File: src/rtl/tqts_pkg.sv
// Shared types and codes for the task queue and timer scheduler.
`default_nettype none

package tqts_pkg;

  localparam int unsigned IdFieldW = 8;
  localparam int unsigned DelayW   = 8;
  localparam int unsigned CountW   = 4;

  typedef enum logic [1:0] {
    CMD_ADD      = 2'd0,
    CMD_TIMED    = 2'd1,
    CMD_TICK     = 2'd2,
    CMD_DISPATCH = 2'd3
  } cmd_e;

  typedef enum logic [1:0] {
    ST_OK    = 2'd0,
    ST_QFULL = 2'd1,
    ST_TFULL = 2'd2
  } status_e;

  typedef struct packed {
    cmd_e                cmd;
    logic [IdFieldW-1:0] task_id;
    logic [DelayW-1:0]   delay;
  } req_t;

  typedef struct packed {
    logic [IdFieldW-1:0] head_task;
    logic                dispatched;
    status_e             status;
    logic [CountW-1:0]   ready_count;
  } res_t;

  // controller to datapath
  typedef struct packed {
    logic load;
    logic step;
    logic finish;
  } ctl_t;

  // datapath to controller
  typedef struct packed {
    logic need_walk;
    logic walk_done;
  } stat_t;

endpackage

`default_nettype wire

File: src/rtl/tqts_ctrl.sv
// Sequencer for the scheduler: latch, walk the timer table, finish.
`default_nettype none

module tqts_ctrl (
  input  wire logic           clk_i,
  input  wire logic           rst_ni,
  input  wire logic           start,
  output logic                busy,
  input  tqts_pkg::stat_t     stat_i,
  output tqts_pkg::ctl_t      ctl_o
);
  import tqts_pkg::*;

  typedef enum logic [4:0] {
    S_IDLE  = 5'b00001,
    S_SETUP = 5'b00010,
    S_READ  = 5'b00100,
    S_PROC  = 5'b01000,
    S_FIN   = 5'b10000
  } state_e;

  state_e state_q, state_d;

  always_comb begin
    state_d = state_q;
    ctl_o   = '0;
    unique case (state_q)
      S_IDLE: begin
        if (start) begin
          ctl_o.load = 1'b1;
          state_d    = S_SETUP;
        end
      end
      S_SETUP: begin
        state_d = stat_i.need_walk ? S_READ : S_FIN;
      end
      S_READ: begin
        state_d = S_PROC;
      end
      S_PROC: begin
        ctl_o.step = 1'b1;
        state_d    = stat_i.walk_done ? S_FIN : S_READ;
      end
      S_FIN: begin
        ctl_o.finish = 1'b1;
        state_d      = S_IDLE;
      end
      default: begin
        state_d = S_IDLE;
      end
    endcase
  end

  always_ff @(posedge clk_i or negedge rst_ni) begin
    if (!rst_ni) begin
      state_q <= S_IDLE;
    end else begin
      state_q <= state_d;
    end
  end

  assign busy = (state_q != S_IDLE);

endmodule

`default_nettype wire

File: src/rtl/tqts_dp.sv
// Datapath: ready queue ring buffer, timer table memory and result register.
`default_nettype none

module tqts_dp #(
  parameter int unsigned QUEUE_SLOTS  = 8,
  parameter int unsigned TIMER_SLOTS  = 8,
  parameter int unsigned TASK_ID_BITS = 8
) (
  input  wire logic           clk_i,
  input  wire logic           rst_ni,
  input  tqts_pkg::req_t      req_i,
  input  tqts_pkg::ctl_t      ctl_i,
  output tqts_pkg::stat_t     stat_o,
  output tqts_pkg::res_t      res_o,
  output logic                done_o
);
  import tqts_pkg::*;

  localparam int unsigned IdW = (TASK_ID_BITS < IdFieldW) ? TASK_ID_BITS : IdFieldW;
  localparam int unsigned QIW = $clog2(QUEUE_SLOTS);
  localparam int unsigned FW  = $clog2(QUEUE_SLOTS + 1);
  localparam int unsigned TIW = (TIMER_SLOTS > 1) ? $clog2(TIMER_SLOTS) : 1;

  typedef struct packed {
    logic [IdW-1:0]    task_id;
    logic [DelayW-1:0] count;
  } slot_t;

  // latched item
  cmd_e              cmd_q;
  logic [IdW-1:0]    id_q;
  logic [DelayW-1:0] delay_q;

  // ready queue
  logic [IdW-1:0] qmem [QUEUE_SLOTS];
  logic [IdW-1:0] qrd_q;
  logic [QIW-1:0] head_q, head_d, tail_q, tail_d;
  logic [FW-1:0]  fill_q, fill_d;

  // timer table
  slot_t            tmem [TIMER_SLOTS];
  slot_t            trd_q;
  logic [TIMER_SLOTS-1:0] tvalid_q, tvalid_d;
  logic [TIW-1:0]   idx_q, free_idx_q;
  logic             hit_q, free_found_q;

  status_e status_q, status_d;
  res_t    res_q;
  logic    done_q;

  logic           need_walk, cur_valid, last_slot, match;
  logic           push_req, push_do, push_lost, pop_do, full;
  logic [IdW-1:0] push_id;
  logic           twe;
  logic [TIW-1:0] twaddr;
  slot_t          twdata;

  assign need_walk = (cmd_q == CMD_TICK) ||
                     ((cmd_q == CMD_TIMED) && (delay_q != '0) && (id_q != '0));
  assign cur_valid = tvalid_q[idx_q];
  assign last_slot = (idx_q == TIW'(TIMER_SLOTS - 1));
  assign match     = cur_valid && (trd_q.task_id == id_q);
  assign full      = (fill_q == FW'(QUEUE_SLOTS));

  assign stat_o.need_walk = need_walk;
  assign stat_o.walk_done = last_slot || ((cmd_q == CMD_TIMED) && match);

  // queue push source: expired timer slot during a tick, the item on finish
  always_comb begin
    push_req = 1'b0;
    push_id  = id_q;
    if (ctl_i.step && (cmd_q == CMD_TICK)) begin
      push_req = cur_valid && (trd_q.count == '0);
      push_id  = trd_q.task_id;
    end else if (ctl_i.finish) begin
      push_req = (cmd_q == CMD_ADD) || ((cmd_q == CMD_TIMED) && (delay_q == '0));
    end
  end

  assign push_do   = push_req && (push_id != '0) && !full;
  assign push_lost = push_req && (push_id != '0) && full;
  assign pop_do    = ctl_i.finish && (cmd_q == CMD_DISPATCH) && (fill_q != '0);

  always_comb begin
    fill_d = fill_q;
    head_d = head_q;
    tail_d = tail_q;
    if (push_do) begin
      fill_d = fill_q + FW'(1);
      tail_d = (tail_q == QIW'(QUEUE_SLOTS - 1)) ? '0 : tail_q + QIW'(1);
    end else if (pop_do) begin
      fill_d = fill_q - FW'(1);
      head_d = (head_q == QIW'(QUEUE_SLOTS - 1)) ? '0 : head_q + QIW'(1);
    end
  end

  // timer table write port and occupancy
  always_comb begin
    twe      = 1'b0;
    twaddr   = idx_q;
    twdata   = trd_q;
    tvalid_d = tvalid_q;
    status_d = status_q;
    if (push_lost) begin
      status_d = ST_QFULL;
    end
    if (ctl_i.step) begin
      if (cmd_q == CMD_TICK) begin
        if (cur_valid) begin
          if (trd_q.count != '0) begin
            twe          = 1'b1;
            twdata.count = trd_q.count - DelayW'(1);
          end else begin
            tvalid_d[idx_q] = 1'b0;
          end
        end
      end else if (match) begin
        twe    = 1'b1;
        twdata = '{task_id: id_q, count: delay_q - DelayW'(1)};
      end
    end else if (ctl_i.finish && (cmd_q == CMD_TIMED) && need_walk && !hit_q) begin
      if (free_found_q) begin
        twe                  = 1'b1;
        twaddr               = free_idx_q;
        twdata               = '{task_id: id_q, count: delay_q - DelayW'(1)};
        tvalid_d[free_idx_q] = 1'b1;
      end else begin
        status_d = ST_TFULL;
      end
    end
  end

  always_ff @(posedge clk_i) begin
    if (ctl_i.load) begin
      cmd_q   <= req_i.cmd;
      id_q    <= req_i.task_id[IdW-1:0];
      delay_q <= req_i.delay;
    end
    if (push_do) begin
      qmem[tail_q] <= push_id;
    end
    qrd_q <= qmem[head_q];
    if (twe) begin
      tmem[twaddr] <= twdata;
    end
    trd_q <= tmem[idx_q];
    if (ctl_i.step && (cmd_q == CMD_TIMED) && !cur_valid && !free_found_q) begin
      free_idx_q <= idx_q;
    end
    if (ctl_i.finish) begin
      res_q.head_task   <= pop_do ? IdFieldW'(qrd_q) : '0;
      res_q.dispatched  <= pop_do;
      res_q.status      <= status_d;
      res_q.ready_count <= CountW'(fill_d);
    end
  end

  always_ff @(posedge clk_i or negedge rst_ni) begin
    if (!rst_ni) begin
      head_q       <= '0;
      tail_q       <= '0;
      fill_q       <= '0;
      tvalid_q     <= '0;
      idx_q        <= '0;
      hit_q        <= 1'b0;
      free_found_q <= 1'b0;
      status_q     <= ST_OK;
      done_q       <= 1'b0;
    end else begin
      head_q   <= head_d;
      tail_q   <= tail_d;
      fill_q   <= fill_d;
      tvalid_q <= tvalid_d;
      done_q   <= ctl_i.finish;
      if (ctl_i.load) begin
        idx_q        <= '0;
        hit_q        <= 1'b0;
        free_found_q <= 1'b0;
        status_q     <= ST_OK;
      end else begin
        status_q <= status_d;
        if (ctl_i.step) begin
          idx_q <= idx_q + TIW'(1);
          if ((cmd_q == CMD_TIMED) && match) begin
            hit_q <= 1'b1;
          end
          if ((cmd_q == CMD_TIMED) && !cur_valid) begin
            free_found_q <= 1'b1;
          end
        end
      end
    end
  end

  assign res_o  = res_q;
  assign done_o = done_q;

endmodule

`default_nettype wire

File: src/rtl/task_queue_timer_scheduler_top.sv
// Top level of the task queue and timer scheduler.
`default_nettype none

// Takes one command per item (add, timed add, tick, dispatch) while busy is
// low and shows exactly one result on res_o for a single cycle with done_o;
// the receiver cannot stall, so capture it then. Add, dispatch, a timed add
// with zero delay and any add of the idle task pass from setup straight to
// finish. A tick walks every timer slot and a timed add walks slots until it
// finds the same task or reaches the last slot, with a read state and a
// process state per slot visited, as the timer table read is registered. A
// new item may be started in the cycle its predecessor's result is shown.
module task_queue_timer_scheduler_top #(
  parameter int unsigned QUEUE_SLOTS  = 8,
  parameter int unsigned TIMER_SLOTS  = 8,
  parameter int unsigned TASK_ID_BITS = 8
) (
  input  wire logic           clk_i,
  input  wire logic           rst_ni,
  input  wire logic           start,
  output logic                busy,
  input  tqts_pkg::req_t      req_i,
  output tqts_pkg::res_t      res_o,
  output logic                done_o
);
  import tqts_pkg::*;

  ctl_t  ctl;
  stat_t stat;

  tqts_ctrl u_ctrl (
    .clk_i  (clk_i),
    .rst_ni (rst_ni),
    .start  (start),
    .busy   (busy),
    .stat_i (stat),
    .ctl_o  (ctl)
  );

  tqts_dp #(
    .QUEUE_SLOTS  (QUEUE_SLOTS),
    .TIMER_SLOTS  (TIMER_SLOTS),
    .TASK_ID_BITS (TASK_ID_BITS)
  ) u_dp (
    .clk_i  (clk_i),
    .rst_ni (rst_ni),
    .req_i  (req_i),
    .ctl_i  (ctl),
    .stat_o (stat),
    .res_o  (res_o),
    .done_o (done_o)
  );

  a_accept_busy: assert property (@(posedge clk_i) disable iff (!rst_ni)
    start && !busy |=> busy)
    else $error("accepted item did not make the block busy");

  a_finish_done: assert property (@(posedge clk_i) disable iff (!rst_ni)
    ctl.finish |=> done_o)
    else $error("finished item produced no result");

  a_done_single: assert property (@(posedge clk_i) disable iff (!rst_ni)
    done_o |=> !done_o)
    else $error("result strobe held longer than one cycle");

  a_dispatch_ok: assert property (@(posedge clk_i) disable iff (!rst_ni)
    done_o && res_o.dispatched |-> res_o.status == ST_OK && res_o.head_task != '0)
    else $error("dispatched item carries bad status or idle task");

endmodule

`default_nettype wire

File: config.mk
export PLATFORM = sky130hd
export DESIGN_NAME = task_queue_timer_scheduler_top
export DESIGN_NICKNAME = d
export VERILOG_FILES = /design/src/rtl/tqts_pkg.sv /design/src/rtl/tqts_ctrl.sv /design/src/rtl/tqts_dp.sv /design/src/rtl/task_queue_timer_scheduler_top.sv
export SDC_FILE = /design/constraint.sdc
export NUM_CORES = 1
export LEC_CHECK = 0
export ABC_AREA = 1
export BUFFER_PORTS_ARGS = -buffer_cell sky130_fd_sc_hd__buf_2
export CAP_MARGIN = 20
export CORE_MARGIN = 1.5
export CORE_UTILIZATION = 30
export CTS_BUF_LIST = sky130_fd_sc_hd__clkbuf_4
export CTS_CLUSTER_SIZE = 14
export DETAILED_ROUTE_END_ITERATION = 10
export GPL_TIMING_DRIVEN = 0
export PLACE_DENSITY_LB_ADDON = 0.05
export RECOVER_POWER = 100
export SLEW_MARGIN = 20
export SYNTH_ARGS = -nofsm -noshare
export SYNTH_HDL_FRONTEND = slang
export SYNTH_SLANG_ARGS = --single-unit
File: constraint.sdc
create_clock -name clk_i -period 3.4 [get_ports clk_i]
set_input_delay 0.34 -clock clk_i [delete_from_list [all_inputs] [get_ports clk_i]]
set_output_delay 0.34 -clock clk_i [all_outputs]
set_load 0.02 [all_outputs]
## Word-level counts from Yosys, hierarchy flattened

Memories as Yosys holds them, arrays and structs flattened. A register that Yosys moved wholly into a read port is not among the register bits.
Index checks and enable logic that the tools add are counted.
Widths: inputs -> output; s select.

| operators by class | value |
|---|---|
| add/sub/neg operators | 7 |
| magnitude comparators | 4 |
| eq/ne operators | 18 |
| muxes and demuxes | 62 |
| bitwise operators | 4 |
| reductions and logical operators | 45 |

Operators by type and width:

| cell | number |
|---|---|
| $mux 8 | 11 |
| $mux 16 | 4 |
| $reduce_bool 8->1 | 4 |
| $mux 1 | 26 |
| $logic_and 1x1->1 | 21 |
| $mux 3 | 7 |
| $pmux 5 s4 | 1 |
| $logic_not 8->1 | 2 |
| $sub 8x1->8 const B | 2 |
| $mux 5 | 3 |
| $mux 2 | 5 |
| $reduce_bool 2->1 | 5 |
| $add 3x1->3 const B | 3 |
| $eq 3x3->1 const B | 3 |
| $and 8x8->8 | 1 |
| $eq 8x8->1 | 1 |
| $lt 3x4->1 const B | 2 |
| $mux 4 | 2 |
| $ne 2x2->1 const B | 4 |
| $not 8->8 | 1 |
| $or 8x8->8 | 1 |
| $demux 1 s3 | 2 |
| $ge 3x1->1 const B | 2 |
| $reduce_and 2->1 | 3 |
| 18 further kinds | 24 |

| storage, ports and cells | value |
|---|---|
| register bits after elaboration | 67 |
| RAM bits | 192 |
| input port bits | 21 |
| output and inout port bits | 17 |
| word-level logic and storage cells | 160 |
| memories | 2 |

Memory list:

| memory | words | bits a word | read ports | clocked after Yosys merged registers in | wr ports | RTL line | RTL |
|---|---|---|---|---|---|---|---|
| u_dp.tmem | 8 | 16 | 1 | 1 | 1 | tqts_dp.sv:41 | `slot_t tmem [TIMER_SLOTS];` |
| u_dp.qmem | 8 | 8 | 1 | 1 | 1 | tqts_dp.sv:35 | `logic [IdW-1:0] qmem [QUEUE_SLOTS];` |

## Depth between registers and ports, before layout

| depth | value |
|---|---|
| depth after elaboration | 12 |
| mapped depth | 17 |
| mapped depth without buffers | 14 |

## By module

From an unflattened synthesis, not the netlist that was laid out.

| second synthesis, totals | value |
|---|---|
| cells, all modules | 1,048 |
| area total of the unflattened synthesis | 11,793.8 µm² |

Modules (own cells, without submodules):

| module | instances | cells each | area an instance (µm²) | seq. area each (µm²) |
|---|---|---|---|---|
| tqts_dp | 1 | 1,013 | 11,521.0 | 7,977.7 |
| tqts_ctrl | 1 | 35 | 272.8 | 126.4 |

## Worst setup path after synthesis

Ideal clock, no wire load.

| path | value |
|---|---|
| kind | register to register |
| start point | register u_ctrl.state_q[1] |
| end point | memory u_dp.qmem[0][0] (netlist bit), enable pin |
| library setup time | 0.383 ns |
| arrival | 2.272 ns |
| slack | 0.744 ns |
| cell stages (with the launch flop) | 11 |
| path buffers | 1 |
| clock period less this slack | 2.656 ns |
| path through | dfrtp_1 nor2_2 nand3_1 inv_1 nand3_1 nand2_2 nand2_2 inv_4 nand2_4 buf_6 nor3_1 |

RTL lines:

| what | RTL line | RTL |
|---|---|---|
| from (decl) | tqts_ctrl.sv:22 | `state_e state_q, state_d;` |
| from (signal assigned) | tqts_ctrl.sv:58 | `state_q <= state_d;` |
| to (decl) | tqts_dp.sv:35 |  |

==> results.cfg <==
[timing]
slew_headroom_pct = -46.0
worst_slack_ps = 237
layout_worst_path_cycle_share_pct = 93.0
layout_min_cycle_time_ps = 3160
fin_worst_skew_ps = 65.9
rsz0062_at_grt = false
fmax_mhz = 316
finalHoldViolCount = 0
worst_pin_slew_ps = 2180
maxSlewViolCount = 64
fin_hold_ws_ps = 316
setup_viol = 0

[routing]
drc_errors = 0
drtAntennaViolNets = 0
drt_wl_total_mm = 32.9
routedWlPerCell_um = 18.8
num_vias = 8128
initialDrtViolationCount = 463
drtPass1Iterations = 5
viasPerCell = 4.65

[critical_path]
reg2reg_setup_slack_ps = 240
critPathMaxStageDelay_ps = 1230
slowest_stage = nor3_1
startpoint_type = flip-flop
timing.rr.end = u_dp.trd_q[3]
path_cells = clkbuf_2 -> clkinvlp_2 -> buf_6 -> nor3_1 -> clkbuf_1 -> nand2_1 -> nand4_1
cp_data_arrival_time_ps = 3810
worstSetupPathType = flip-flop to flip-flop
crit_fanout = 10
worstPathRequired_ps = 4050
r2r_start = u_dp.idx_q[0]
r2r_cells = 7
endpoint_kind = flip-flop

[placed_design]
place_hpwl_mm = 21.7
placed_area_sq_um = 12800
port_buffers = 37
place.gp.congestion = 0.789
pre_cts_slack_ps = -95.1
dpl.cell_count = 1571

[yosys]
syn_nets = 1041
ys_seq_area_share_pct = 68.7
synthDistinctLibCells = 48
synth-seq-cells = 283
yosysWarnings = 0
synth_area_leaders = edfxtp_1 (58%), dfrtp_1 (6.4%), nand2_1 (6.0%)
syn_avg_cell_area_sq_um = 11.7
yosysTopAreaCellShare_pct = 58.1
synthesis.instances = 1009
yosys.area.top_type = edfxtp_1
synth_area_sq_um = 11800

[pwr]
p_leak_nw = 5.31
switching_share_pct = 27.1
power_switching_mw = 2.23
seqPwrFrac_pct = 49.8
p_per_area_nw_per_um2 = 587
power_frac_comb_pct = 11.0
p_clk_share_pct = 39.1
intPower_mw = 6.00
ir_worst_vdd_mv = 0.301

[global_route]
overflow = 0
grt_max_degree = 32
grt_pass1_vias = 8282
grt_pass1_wl_mm = 50.0
antenna_found_initial = 1
track_usage_pct = 16.6

[die]
ios = 38
die_area_sq_um = 40500
die_h_um = 201
core_sq_um = 38700
die_x_um = 201
rows = 72
initial_core_util_pct = 30.4

[min_path]
hold_depth = 2
worstHoldStart = req_i[14]
hp-class = input port to flip-flop
whs_endpoint = u_dp.id_q[6]

[final_layout]
drive_above_1_share_pct = 16.8
regArea_sq_um = 8100
finalNonFillerCells = 1749
multiInputGateArea_sq_um = 3200
nets = 1196
fill_cells = 3974
design_area_sq_um = 14000
area_growth_pct = 18.9

[clock_tree]
cts-root-buf = clkbuf_4
numCtsBuffers = 81
clk_pin_slew_worst_paths_ps = 70
clk_latency_ps = 760
clockBufferDepth = 3
h-tree-depth = 3
cts_tree = yes
clock-sinks = 283

[status]
status = finished, violations left
violations = max-capacitance violations, max-slew violations

[flow_run]
max_cap_viol_count = 3
power by group through the flow:
stage / sequential, mW / clock (mW) / combinational, mW
after floorplan: 4.14 / 0 / 0.582
after global placement: 4.18 / 0 / 0.907
after detailed placement: 4.18 / 0 / 0.927
after CTS: 4.11 / 3.36 / 0.946
after global routing: 4.12 / 3.54 / 1.02
final: 4.10 / 3.22 / 0.910
how the worst max path moves through the flow:
stage	startpoint	endpoint	slack, ps	depth (start not counted)
3_3_place_gp	u_dp.delay_q[0]	u_dp.tmem[1][10]	-920	11
5_1_grt	u_dp.idx_q[0]	u_dp.trd_q[9]	2	7
2_1_floorplan	u_ctrl.state_q[1]	u_dp.qmem[0][0]	740	10
4_1_cts	u_dp.delay_q[0]	u_dp.tmem[7][4]	130	10
3_5_place_dp	u_ctrl.state_q[1]	u_dp.qmem[0][6]	-100	10
6_report	u_dp.idx_q[0]	u_dp.trd_q[3]	240	7
per-stage QoR:
stage	util [%]	power (mW)	setup TNS, ps
3_3_place_gp	32.6	5.09	-113440
2_1_floorplan	-	4.72	0
5_1_grt	36.2	8.69	0
3_5_place_dp	33.1	5.10	-758
6_report	36.2	8.23	0
4_1_cts	36.4	8.42	0
cells by family after synthesis:
family          count (synthesis)  synth area share (%)
xor+xnor                       17                  1.26
compound gates                162                  8.71
flops                         283                  68.7
simple gates                  410                  15.6
fa+ha+maj                      11                  1.17
buf+inv                       126                  4.52
cell usage after synthesis, drive strengths merged:
cell      n
a22o     13
ha       11
nor2    112
a221oi   16
nor3b     1
buf      14
nor4      1
nor3     20
a21oi    22
nand3    49
xor2     10
a211oi    1
nand3b    2
clkbuf   19
edfxtp  228
dfrtp    30
o22ai     9
o211ai   10
o21ai    63
nand4    30
clkinv    6
o21bai    1
nand2   195
a31o      1
dfxtp    24
xnor2     7
o32ai     1
a22oi    16
dfstp     1
a31oi     9
inv      87
layer usage:
layer / track usage, % / share of wire (%)
met1: 20.5 / 43
met2: 28.0 / 49
met3: 3.22 / 4.3
met4: 7.97 / 3.5
met5: 0 / 0
area by class of cell:
class | instances | area share (%)
Sequential cell | 283 | 57.8
Inverter | 93 | 2.52
Multi-Input combinational cell | 600 | 22.8
Clock buffer | 120 | 6.43
Tap cell | 518 | 4.62
Antenna cell | 2 | 0.0357
Clock inverter | 28 | 1.17
Timing Repair Buffer | 72 | 3.41
Buffer | 33 | 1.19
worst max-delay path, delay by kind of cell, from the launching register on:
family / cells / cell delay (ps)
buffers and inverters: 4 / 1200
flip-flops: 1 / 370
AND/OR/NAND/NOR: 3 / 1470
sequential cells by signal, summed over array words and instances (netlist names), 3 cells and up:
register         cells
u_dp.tvalid_q        8
u_dp.qmem           64
u_dp.delay_q         8
u_dp.free_idx_q      3
u_dp.qrd_q           8
u_ctrl.state_q       5
u_dp.res_o          15
u_dp.idx_q           3
u_dp.tail_q          3
u_dp.fill_q          4
u_dp.tmem          128
u_dp.id_q            8
u_dp.trd_q          16
u_dp.head_q          3
timing repair:
item | CTS | global route
resized for setup | 1 | 0
pin swaps | 0 | 3
setup endpoints to repair | 8 | 34
setup buffers | 0 | 8
endpoints found under the hold margin | 50 | 0
hold buffers | 20 | 0
cell usage in the layout, fill, tap and decap left out, drive strengths merged, types with 30 or more instances in the layout:
master	synthesis	routed
nand3	49	49
inv	87	88
nand2	195	195
nor2	112	112
o21ai	63	63
nand4	30	30
edfxtp	228	228
clkbuf	19	175
dfrtp	30	30
buf	14	30
Note: power is estimated with default switching activity, not from simulation.
